$ cat src/rtl/hnm_pkg.sv
// hnm_pkg: shared types and constants of the height-to-normal-map block.
// Used by every module of the block except hnm_ram; depends on nothing.
package hnm_pkg;

    localparam int HEIGHT_BITS = 16;
    localparam int DIM_CFG_W   = 9;
    localparam int SCALE_W     = 16;
    localparam int CFG_DATA_W  = 16;
    localparam int BYTE_W      = 8;
    localparam int DIFF_W      = HEIGHT_BITS + 1;
    localparam int SQRT_STEPS  = 31;
    localparam int DIV_STEPS   = 9;

    typedef logic [0:0] t_cfg_idx;
    localparam t_cfg_idx CFG_DIMENSION    = 1'b0;
    localparam t_cfg_idx CFG_RELIEF_SCALE = 1'b1;

    typedef enum logic [3:0] {
        S_IDLE, S_RD_XL, S_RD_X, S_RD_C, S_WR, S_START, S_WAIT, S_PUSH, S_FIN
    } t_state;

    // which texel of the up to four emitted for one sample
    typedef enum logic [1:0] {
        EM_INNER, EM_ROW_END, EM_LAST_ROW, EM_CORNER
    } t_emit;

    typedef enum logic [3:0] {
        NP_IDLE, NP_MUL, NP_SHIFT, NP_SQ, NP_SUM, NP_SQRT, NP_NUM, NP_DIV, NP_DONE
    } t_norm_phase;

    typedef struct packed {
        logic  latch_h;
        logic  cap_xl;
        logic  cap_x;
        logic  cap_c;
        logic  wr;
        logic  bank;      // bank holding the row above
        logic  norm_start;
        t_emit emit;
        logic  row_gt1;
        logic  push;
        logic  run_last;
        logic  fin;
    } t_cmd;

    typedef struct packed {
        logic norm_done;
        logic out_free;
    } t_status;

endpackage

$ cat src/rtl/hnm_ctrl.sv
// hnm_ctrl: sequencer, raster counters and configuration registers.
// Depends on hnm_pkg.
module hnm_ctrl #(
    parameter int MAX_DIM = 256
) (
    input  logic                               i_clk,
    input  logic                               i_rst_n,
    input  logic                               i_in_valid,
    output logic                               o_in_ready,
    input  logic                               i_cfg_we,
    input  hnm_pkg::t_cfg_idx                  i_cfg_idx,
    input  logic [hnm_pkg::CFG_DATA_W-1:0]     i_cfg_data,
    input  hnm_pkg::t_status                   i_status,
    output hnm_pkg::t_cmd                      o_cmd,
    output logic [$clog2(MAX_DIM)-1:0]         o_addr,
    output logic [$clog2(MAX_DIM)-1:0]         o_emit_col,
    output logic [$clog2(MAX_DIM)-1:0]         o_emit_row,
    output logic [hnm_pkg::SCALE_W-1:0]        o_scale
);
    localparam int AW        = $clog2(MAX_DIM);
    localparam int DW        = $clog2(MAX_DIM + 1);
    localparam int DIM_RESET = (64 > MAX_DIM) ? MAX_DIM : 64;

    hnm_pkg::t_state r_state, n_state;
    hnm_pkg::t_emit  r_emit, n_emit;
    logic [AW-1:0]   r_col, r_row, r_c, r_r;
    logic [DW-1:0]   r_dim;
    logic [hnm_pkg::SCALE_W-1:0] r_scale;
    logic            r_bank;

    logic [AW-1:0]   c_now, r_now, x, xl;
    logic [DW-1:0]   n_m1;
    logic            row_end, last_row, has_next, accept;
    logic [31:0]     dim_v;
    hnm_pkg::t_emit  next_emit;

    always_comb begin
        n_m1     = r_dim - DW'(1);
        c_now    = (DW'(r_col) >= r_dim) ? '0 : r_col;
        r_now    = (DW'(r_row) >= r_dim) ? '0 : r_row;
        x        = r_c - AW'(1);
        xl       = (32'(r_c) >= 32'd2) ? r_c - AW'(2) : r_c - AW'(1);
        row_end  = (DW'(r_c) == n_m1);
        last_row = (DW'(r_r) == n_m1);
        accept   = (r_state == hnm_pkg::S_IDLE) && i_in_valid;
        // emission order: inner, row end, last row, corner
        has_next  = 1'b0;
        next_emit = hnm_pkg::EM_INNER;
        unique case (r_emit)
            hnm_pkg::EM_INNER: begin
                if (row_end) begin
                    has_next = 1'b1; next_emit = hnm_pkg::EM_ROW_END;
                end else if (last_row) begin
                    has_next = 1'b1; next_emit = hnm_pkg::EM_LAST_ROW;
                end
            end
            hnm_pkg::EM_ROW_END: begin
                has_next = last_row; next_emit = hnm_pkg::EM_LAST_ROW;
            end
            hnm_pkg::EM_LAST_ROW: begin
                has_next = row_end; next_emit = hnm_pkg::EM_CORNER;
            end
            hnm_pkg::EM_CORNER: begin
                has_next = 1'b0;
            end
            default: has_next = 1'b0;
        endcase
        dim_v = 32'(i_cfg_data[hnm_pkg::DIM_CFG_W-1:0]);
        if (dim_v < 32'd2) dim_v = 32'd2;
        if (dim_v > 32'(MAX_DIM)) dim_v = 32'(MAX_DIM);
    end

    // next state
    always_comb begin
        n_state = r_state;
        n_emit  = r_emit;
        unique case (r_state)
            hnm_pkg::S_IDLE:  if (i_in_valid) n_state = hnm_pkg::S_RD_XL;
            hnm_pkg::S_RD_XL: n_state = hnm_pkg::S_RD_X;
            hnm_pkg::S_RD_X:  n_state = hnm_pkg::S_RD_C;
            hnm_pkg::S_RD_C:  n_state = hnm_pkg::S_WR;
            hnm_pkg::S_WR: begin
                n_emit = hnm_pkg::EM_INNER;
                if (r_c != '0 && r_r != '0) begin
                    n_state = hnm_pkg::S_START;
                end else begin
                    n_state = hnm_pkg::S_FIN;
                end
            end
            hnm_pkg::S_START: n_state = hnm_pkg::S_WAIT;
            hnm_pkg::S_WAIT:  if (i_status.norm_done) n_state = hnm_pkg::S_PUSH;
            hnm_pkg::S_PUSH: begin
                if (i_status.out_free) begin
                    if (has_next) begin
                        n_state = hnm_pkg::S_START;
                        n_emit  = next_emit;
                    end else begin
                        n_state = hnm_pkg::S_FIN;
                    end
                end
            end
            hnm_pkg::S_FIN:   n_state = hnm_pkg::S_IDLE;
            default:          n_state = hnm_pkg::S_IDLE;
        endcase
    end

    // outputs
    always_comb begin
        o_cmd            = '0;
        o_cmd.bank       = r_bank;
        o_cmd.emit       = r_emit;
        o_cmd.row_gt1    = (32'(r_r) >= 32'd2);
        o_cmd.latch_h    = accept;
        o_addr           = r_c;
        o_emit_col       = x;
        o_emit_row       = r_r - AW'(1);
        unique case (r_state)
            hnm_pkg::S_RD_XL: o_addr = xl;
            hnm_pkg::S_RD_X: begin
                o_addr       = x;
                o_cmd.cap_xl = 1'b1;
            end
            hnm_pkg::S_RD_C: begin
                o_addr      = r_c;
                o_cmd.cap_x = 1'b1;
            end
            hnm_pkg::S_WR: begin
                o_cmd.cap_c = 1'b1;
                o_cmd.wr    = 1'b1;
            end
            hnm_pkg::S_START: o_cmd.norm_start = 1'b1;
            hnm_pkg::S_PUSH: begin
                o_cmd.push     = i_status.out_free;
                o_cmd.run_last = !has_next;
            end
            hnm_pkg::S_FIN: o_cmd.fin = 1'b1;
            default: begin
            end
        endcase
        if (r_emit == hnm_pkg::EM_ROW_END || r_emit == hnm_pkg::EM_CORNER) begin
            o_emit_col = r_c;
        end
        if (r_emit == hnm_pkg::EM_LAST_ROW || r_emit == hnm_pkg::EM_CORNER) begin
            o_emit_row = r_r;
        end
    end

    always_ff @(posedge i_clk) begin
        if (!i_rst_n) begin
            r_state <= hnm_pkg::S_IDLE;
            r_emit  <= hnm_pkg::EM_INNER;
            r_col   <= '0;
            r_row   <= '0;
            r_bank  <= 1'b0;
            r_dim   <= DW'(DIM_RESET);
            r_scale <= hnm_pkg::SCALE_W'(328);
        end else begin
            r_state <= n_state;
            r_emit  <= n_emit;
            if (r_state == hnm_pkg::S_FIN) begin
                if (row_end) begin
                    r_col  <= '0;
                    r_row  <= last_row ? '0 : r_r + AW'(1);
                    r_bank <= !r_bank;
                end else begin
                    r_col <= r_c + AW'(1);
                    r_row <= r_r;
                end
            end
            if (i_cfg_we) begin
                unique case (i_cfg_idx)
                    hnm_pkg::CFG_DIMENSION: begin
                        r_dim <= DW'(dim_v);
                        r_col <= '0;
                        r_row <= '0;
                    end
                    hnm_pkg::CFG_RELIEF_SCALE: r_scale <= i_cfg_data;
                    default: begin
                    end
                endcase
            end
        end
    end

    always_ff @(posedge i_clk) begin
        if (accept) begin
            r_c <= c_now;
            r_r <= r_now;
        end
    end

    assign o_in_ready = (r_state == hnm_pkg::S_IDLE);
    assign o_scale    = r_scale;
endmodule

$ cat config.mk
export PLATFORM = sky130hd
export DESIGN_NAME = hnm_ctrl
export DESIGN_NICKNAME = d
export VERILOG_FILES = /design/src/rtl/hnm_pkg.sv /design/src/rtl/hnm_ctrl.sv
export SDC_FILE = /design/constraint.sdc
export NUM_CORES = 1
export LEC_CHECK = 0
export BUFFER_PORTS_ARGS = -buffer_cell sky130_fd_sc_hd__buf_2
export CAP_MARGIN = 20
export CORE_MARGIN = 10
export CORE_UTILIZATION = 45
export CTS_CLUSTER_SIZE = 10
export DETAILED_ROUTE_END_ITERATION = 10
export PLACE_DENSITY = 0.71
export SETUP_SLACK_MARGIN = 0.15
export SLEW_MARGIN = 5
export SYNTH_ARGS = -nofsm -noshare
export SYNTH_HDL_FRONTEND = slang
export SYNTH_SLANG_ARGS = --single-unit
$ cat constraint.sdc
create_clock -name i_clk -period 7.72 [get_ports i_clk]
set_input_delay 0.386 -clock i_clk [delete_from_list [all_inputs] [get_ports i_clk]]
set_output_delay 0.386 -clock i_clk [all_outputs]
set_load 0.005 [all_outputs]
==> results of run 1 <==
==> layout by cell type, fill, tap and decap left out, types with 3 or more instances in the layout <==
cell type,instances
nor3_1,13
a211oi_1,7
xor2_1,15
or2_2,3
inv_1,26
nor4_1,8
o21ai_2,3
xnor2_1,30
or3_1,3
and3_1,7
nand4_1,6
nand2_1,85
ha_1,30
a21o_1,11
nand2b_1,7
buf_2,76
nor2b_1,6
o21ai_0,44
o211ai_1,4
a21boi_0,20
nand3_1,18
a211o_1,4
dfxtp_1,48
and2_1,4
a21oi_1,16
a31oi_1,5
clkbuf_8,9
nor2_1,46
mux2i_1,7
edfxtp_1,16
==> flip-flops by register name, summed over array words and instances, names as in the netlist, 2 cells and up <==
signal,count
r_state,4
o_scale,16
r_col,8
r_dim,9
r_c,8
r_emit,2
r_r,8
r_row,8
==> final timing paths <==
check                                         startpoint                        to  cells after the start
worst min register to register  o_scale[14]$_SDFFE_PN0P_  o_scale[14]$_SDFFE_PN0P_                      2
worst max-delay path                r_c[0]$_SDFFCE_PP0P_                 o_addr[7]                      8
worst max register to register     r_dim[0]$_SDFFE_PN0P_       r_col[4]$_SDFF_PN0_                      9
worst min-delay path                       i_cfg_data[5]     r_dim[5]$_SDFFE_PN0P_                      3
==> kinds of logic (layout without fill, tap and decap cells) <==
kind of cell               Yosys count  count (layout)
AOI/OAI and AO/OA                  135             135
xor gates and xnor gates            45              45
adders and majority gates           30              30
buffers and inverters               61             118
DFF                                 64              64
muxes                                7               7
and+or+nand+nor                    229             229
==> where the power goes <==
group          total, mW  switching, mW  internal [mW]  leakage (nW)
Clock              0.321          0.140          0.181         0.108
Sequential         0.412         0.0482          0.364         0.547
Combinational      0.226          0.124          0.102          1.51
Total              0.959          0.312          0.647          2.16
==> area by class of cell <==
class	count	area share, %
clock buffers	10	2.463
clock inverters	6	1.593
inverters	26	1.883
multi-input cells	446	55.70
flip-flops and latches	64	27.81
well taps	133	3.211
repair buffers	76	7.339
==> per-layer routing <==
layer | track usage, % | wire (um)
met4 | 5.958 | 255
met2 | 28.20 | 5829
met5 | 0 | 0
met1 | 21.47 | 5681
met3 | 5.537 | 1170
==> worst reg2reg max path, cell delays in order, from the launching register on <==
cell and delay [ns]:
dfxtp_1 0.60, inv_1 0.09, ha_1 0.29, nor3b_2 0.22, a21o_1 0.19, a2111oi_0 0.47
and3_2 0.30, nand3_4 0.14, o21ai_2 0.43, a211oi_1 0.09
==> stage by stage <==
stage | cells | total power [mW] | hold slack [ns]
2_1_floorplan | 571 | 0.5600 | 0.4498
3_3_place_gp | 745 | 0.6406 | 0.4474
3_5_place_dp | 745 | 0.6452 | 0.4547
4_1_cts | 761 | 0.9648 | 0.2716
5_1_grt | 761 | 1.010 | 0.2977
6_report | 761 | 0.9592 | 0.2836
==> flow_summary.json, run 1 <==
{
  "ff_latch_area_um2": 1441,
  "cts_buffers": 9,
  "ctsResizeCount": 0,
  "synth.most_common_cell": "nand2_1",
  "p_per_area_nw_per_um2": 185.1,
  "ys.warnings.count": 0,
  "grt_max_degree": 32,
  "die_area_um2": 14640,
  "setup_viol": 0,
  "leakage_nw": 2.164,
  "regToRegSetupSlack_ns": 4.75,
  "core_area_um2": 9864,
  "clock_skew_ns": 0.01091,
  "antenna_found_initial": 0,
  "core.rowCount": 36,
  "fp.dieW_um": 121.0,
  "finalInstanceArea_um2": 5182,
  "worstPathCellList": "inv_1 -> ha_1 -> nor4_1 -> o21ai_0 -> o21ai_0 -> nand2b_1 -> a22o_1 -> buf_2",
  "vias_per_cell": 5.591,
  "max_stage_delay_ns": 0.72,
  "drtIter0Drc": 343,
  "syn_area_um2": 4592,
  "place.gp.congestion": 0.8781,
  "postPlaceCellArea_um2": 4972,
  "wl_um": 12940,
  "fin_crit_sh_pct": 43.90,
  "cts.sinks": 64,
  "cts_hold_buffers": 0,
  "clk_pin_slew_ns": 0.07,
  "ys_top_cells_by_count": "nand2_1 (85), dfxtp_1 (48), nor2_1 (46), o21ai_0 (44)",
  "maxSlewHeadroom_pct": 37.46,
  "worstPathRequired_ns": 7.33,
  "multi_input_area_um2": 2887,
  "critPathMaxFanout": 9,
  "setup_ws_ns": 4.331,
  "layout-drive-gt1-share_pct": 17.04,
  "status": "complete, no violations",
  "synth_compound_area_share_pct": 19.35,
  "drc": 0,
  "post-route-util_pct": 52.54,
  "cts_buffer_depth": 2,
  "cts_setup_buffers": 0,
  "synth_xor_area_share_pct": 8.583,
  "synthMuxAreaShare_pct": 1.526,
  "synth_top_family_by_area": "simple AND/OR/NAND/NOR gates",
  "vias": 4255,
  "cts_root_buffer": "clkbuf_8",
  "synthAdderAreaFrac_pct": 8.174,
  "hold_violations": 0,
  "tns_ns": 0,
  "initial_core_util_pct": 46.55,
  "worst_pin_slew_ns": 0.9381,
  "drtPass1Iterations": 8,
  "finalCriticalPeriod_ns": 3.389,
  "die_h_um": 121.0,
  "synthTopCellsByArea": "dfxtp_1 (21%), edfxtp_1 (10%), ha_1 (8.2%)",
  "critPathKind": "reg2out",
  "wl_per_cell_um": 17.00,
  "yosysTopAreaCell": "dfxtp_1",
  "synth_fp_nets": 624,
  "cp-end-kind": "output port",
  "maxCapViolCount": 0,
  "synth_edf_count": 16,
  "yosys.area_share.simple_pct": 25.23,
  "grt_use_total_pct": 17.48,
  "worst-path-buf-inv": 2,
  "clock_latency_ns": 0.35,
  "cp_common_cell": "o21ai_0",
  "ys_types": 66,
  "ys_async_sr_fraction_pct": 0,
  "fmax_mhz": 295.1,
  "area_growth_pct": 12.86,
  "hpwl_um": 9760,
  "nNetsFinal": 676,
  "ir_worst_vdd_uv": 110.3,
  "startpoint_type": "flop",
  "drv_slew": 0,
  "cts_tree": "built",
  "synth_cells": 571,
  "ant_nets": 0,
  "cp_slowest_cell": "nor4_1",
  "cp_top_family": "simple AND/OR/NAND/NOR gates",
  "gr-total-overflow": 0,
  "grt_pass1_wl_um": 21000,
  "ys_seq_area_share_pct": 31.39,
  "grt_pass1_vias": 4185,
  "yosys_register_bits": 64,
  "io_buffer_count": 76,
  "h-tree-depth": 3,
  "ios": 77,
  "dpl_worst_slack_ns": 4.738,
  "rsz0062_at_grt": "no",
  "crit_arrival_ns": 3.00,
  "avgSynthCellArea_um2": 8.042,
  "hp-class": "in2reg",
  "synth_ff_type": "dfxtp_1",
  "synth_top_cell_area_share_pct": 20.93,
  "fillers": 940,
  "diodes": 0
}
(Power assumes the default switching activity.)
==> run 2: changes to the inputs <==
--- a/config.mk
+++ b/config.mk
@@ -11,7 +11,7 @@
 export CORE_UTILIZATION = 45
 export CTS_CLUSTER_SIZE = 10
 export DETAILED_ROUTE_END_ITERATION = 10
-export PLACE_DENSITY = 0.71
+export PLACE_DENSITY = 0.74
 export SETUP_SLACK_MARGIN = 0.15
 export SLEW_MARGIN = 5
 export SYNTH_ARGS = -nofsm -noshare
==> constraint.sdc (replaced) <==
create_clock -name i_clk -period 3.1 [get_ports i_clk]
set_input_delay 0.155 -clock i_clk [delete_from_list [all_inputs] [get_ports i_clk]]
set_output_delay 0.155 -clock i_clk [all_outputs]
set_load 0.005 [all_outputs]
==> run 2 against run 1 <==
Against the previous run:
- count of clock-buffer cells in the layout is 1 higher
- register-to-register slack worse by 4.3 ns
- global-route usage down 0.57 points
- final area is 2.1% higher
- sequential power rose by 150%
- first-iteration DRC count is 17% higher
- sequential cell count unchanged
- via count rose by 0.68%
==> flow_summary.json, run 2 (same netlist as run 1, synthesis figures left out) <==
{
  "cts_root_buffer": "clkbuf_8",
  "fmax_mhz": 346.3,
  "h-tree-depth": 3,
  "ios": 77,
  "grt_pass1_wl_um": 20490,
  "io_buffer_count": 76,
  "hp-class": "in2reg",
  "drtPass1Iterations": 5,
  "ir_worst_vdd_uv": 260.6,
  "cts.sinks": 64,
  "finalCriticalPeriod_ns": 2.887,
  "crit_arrival_ns": 2.73,
  "drv_slew": 0,
  "die_h_um": 121.0,
  "cp-end-kind": "output port",
  "dpl_worst_slack_ns": 0.1619,
  "fillers": 899,
  "vias_per_cell": 5.556,
  "cts_tree": "built",
  "worstPathRequired_ns": 2.94,
  "vias": 4284,
  "area_growth_pct": 15.20,
  "setup_ws_ns": 0.2125,
  "drtIter0Drc": 403,
  "maxSlewHeadroom_pct": 39.87,
  "initial_core_util_pct": 46.55,
  "wl_per_cell_um": 16.47,
  "place.gp.congestion": 0.9200,
  "hpwl_um": 9541,
  "grt_pass1_vias": 4172,
  "grt_use_total_pct": 16.91,
  "clock_skew_ns": 0.01089,
  "final_common_cell": "nand2_1",
  "cts_buffers": 9,
  "die_area_um2": 14640,
  "antenna_found_initial": 0,
  "diodes": 0,
  "gr-total-overflow": 0,
  "leakage_nw": 2.217,
  "p_per_area_nw_per_um2": 445.8,
  "largest_reg_flops": 16,
  "grt_max_degree": 32,
  "multi_input_area_um2": 2922,
  "clock_latency_ns": 0.34,
  "ant_nets": 0,
  "rsz0062_at_grt": "yes",
  "core.rowCount": 36,
  "maxCapViolCount": 0,
  "cts_buffer_depth": 2,
  "drc": 0,
  "setup_viol": 0,
  "hold_violations": 0,
  "ff_latch_area_um2": 1443,
  "layout_common_cells": "nand2_1 (85), buf_2 (76), dfxtp_1 (47), nor2_1 (45), o21ai_0 (44)",
  "layout-drive-gt1-share_pct": 19.91,
  "tns_ns": 0,
  "instances_no_fill": 771,
  "fp.dieW_um": 121.0,
  "fin_crit_sh_pct": 93.14,
  "critPathMaxFanout": 7,
  "startpoint_type": "flop",
  "clk_pin_slew_ns": 0.08,
  "status": "complete, no violations",
  "core_area_um2": 9864,
  "place_inst": 748,
  "wl_um": 12700,
  "critPathKind": "reg2out",
  "nNetsFinal": 686,
  "worst_pin_slew_ns": 0.9020
}
==> run 2: critical path, stage by stage (launching register included) <==
cell and delay (ns):
dfxtp_2 0.36, inv_2 0.11, ha_4 0.17, or3b_4 0.40, or3_1 0.37, a222oi_1 0.33
and4_2 0.30, o21ai_2 0.06, nand2_2 0.11, nor2_1 0.05, buf_2 0.13
==> run 2: final timing paths <==
path | startpoint | to | slack, ns | cells after the start
hold / removal | i_cfg_data[9] | o_scale[9]$_SDFFE_PN0P_ | 0.06 | 3
setup reg to reg | r_dim[1]$_SDFFE_PN0P_ | r_row[7]$_SDFF_PN0_ | 0.44 | 10
hold reg to reg | o_scale[12]$_SDFFE_PN0P_ | o_scale[12]$_SDFFE_PN0P_ | 0.46 | 2
setup / recovery | r_dim[1]$_SDFFE_PN0P_ | o_cmd[1] | 0.21 | 10
==> run 2: cell type report <==
type                    count  share of cell area [%]
clock buffers              11                   2.886
clock inverters             5                   1.017
inverters                  26                   1.845
multi-input cells         446                   55.23
flip-flops and latches     64                   27.27
well taps                 133                   3.146
repair buffers             86                   8.609
==> run 2: what timing repair did <==
action | in CTS | in global routing
setup buffers | 1 | 6
pin swaps | 1 | 1
hold buffers | 0 | 0
setup endpoints to repair | 1 | 4
hold endpoints to repair | 0 | 0
gates resized for setup | 5 | 6
==> run 2: power breakdown <==
group	switching, mW	internal, mW	leakage [nW]
registers	0.111	0.907	0.548
clock network	0.332	0.418	0.108
logic	0.318	0.273	1.56
total	0.761	1.60	2.22
==> run 2: metrics by stage <==
step / util, % / cell area, um2 / hold WS (ns) / total power, mW
5_1_grt: 53.63 / 5290 / 0.06497 / 2.489
6_report: 53.63 / 5290 / 0.06028 / 2.358
4_1_cts: 52.96 / 5224 / 0.04676 / 2.356
3_3_place_gp: 50.63 / 4995 / 0.4022 / 1.591
2_1_floorplan: - / 4592 / 0.2636 / 1.394
3_5_place_dp: 50.63 / 4995 / 0.4030 / 1.602
==> run 2: layer usage <==
layer	GRT usage [%]	wire, um
met1	20.84	5576
met5	0	0
met2	26.80	5685
met3	6.329	1244
met4	5.053	189
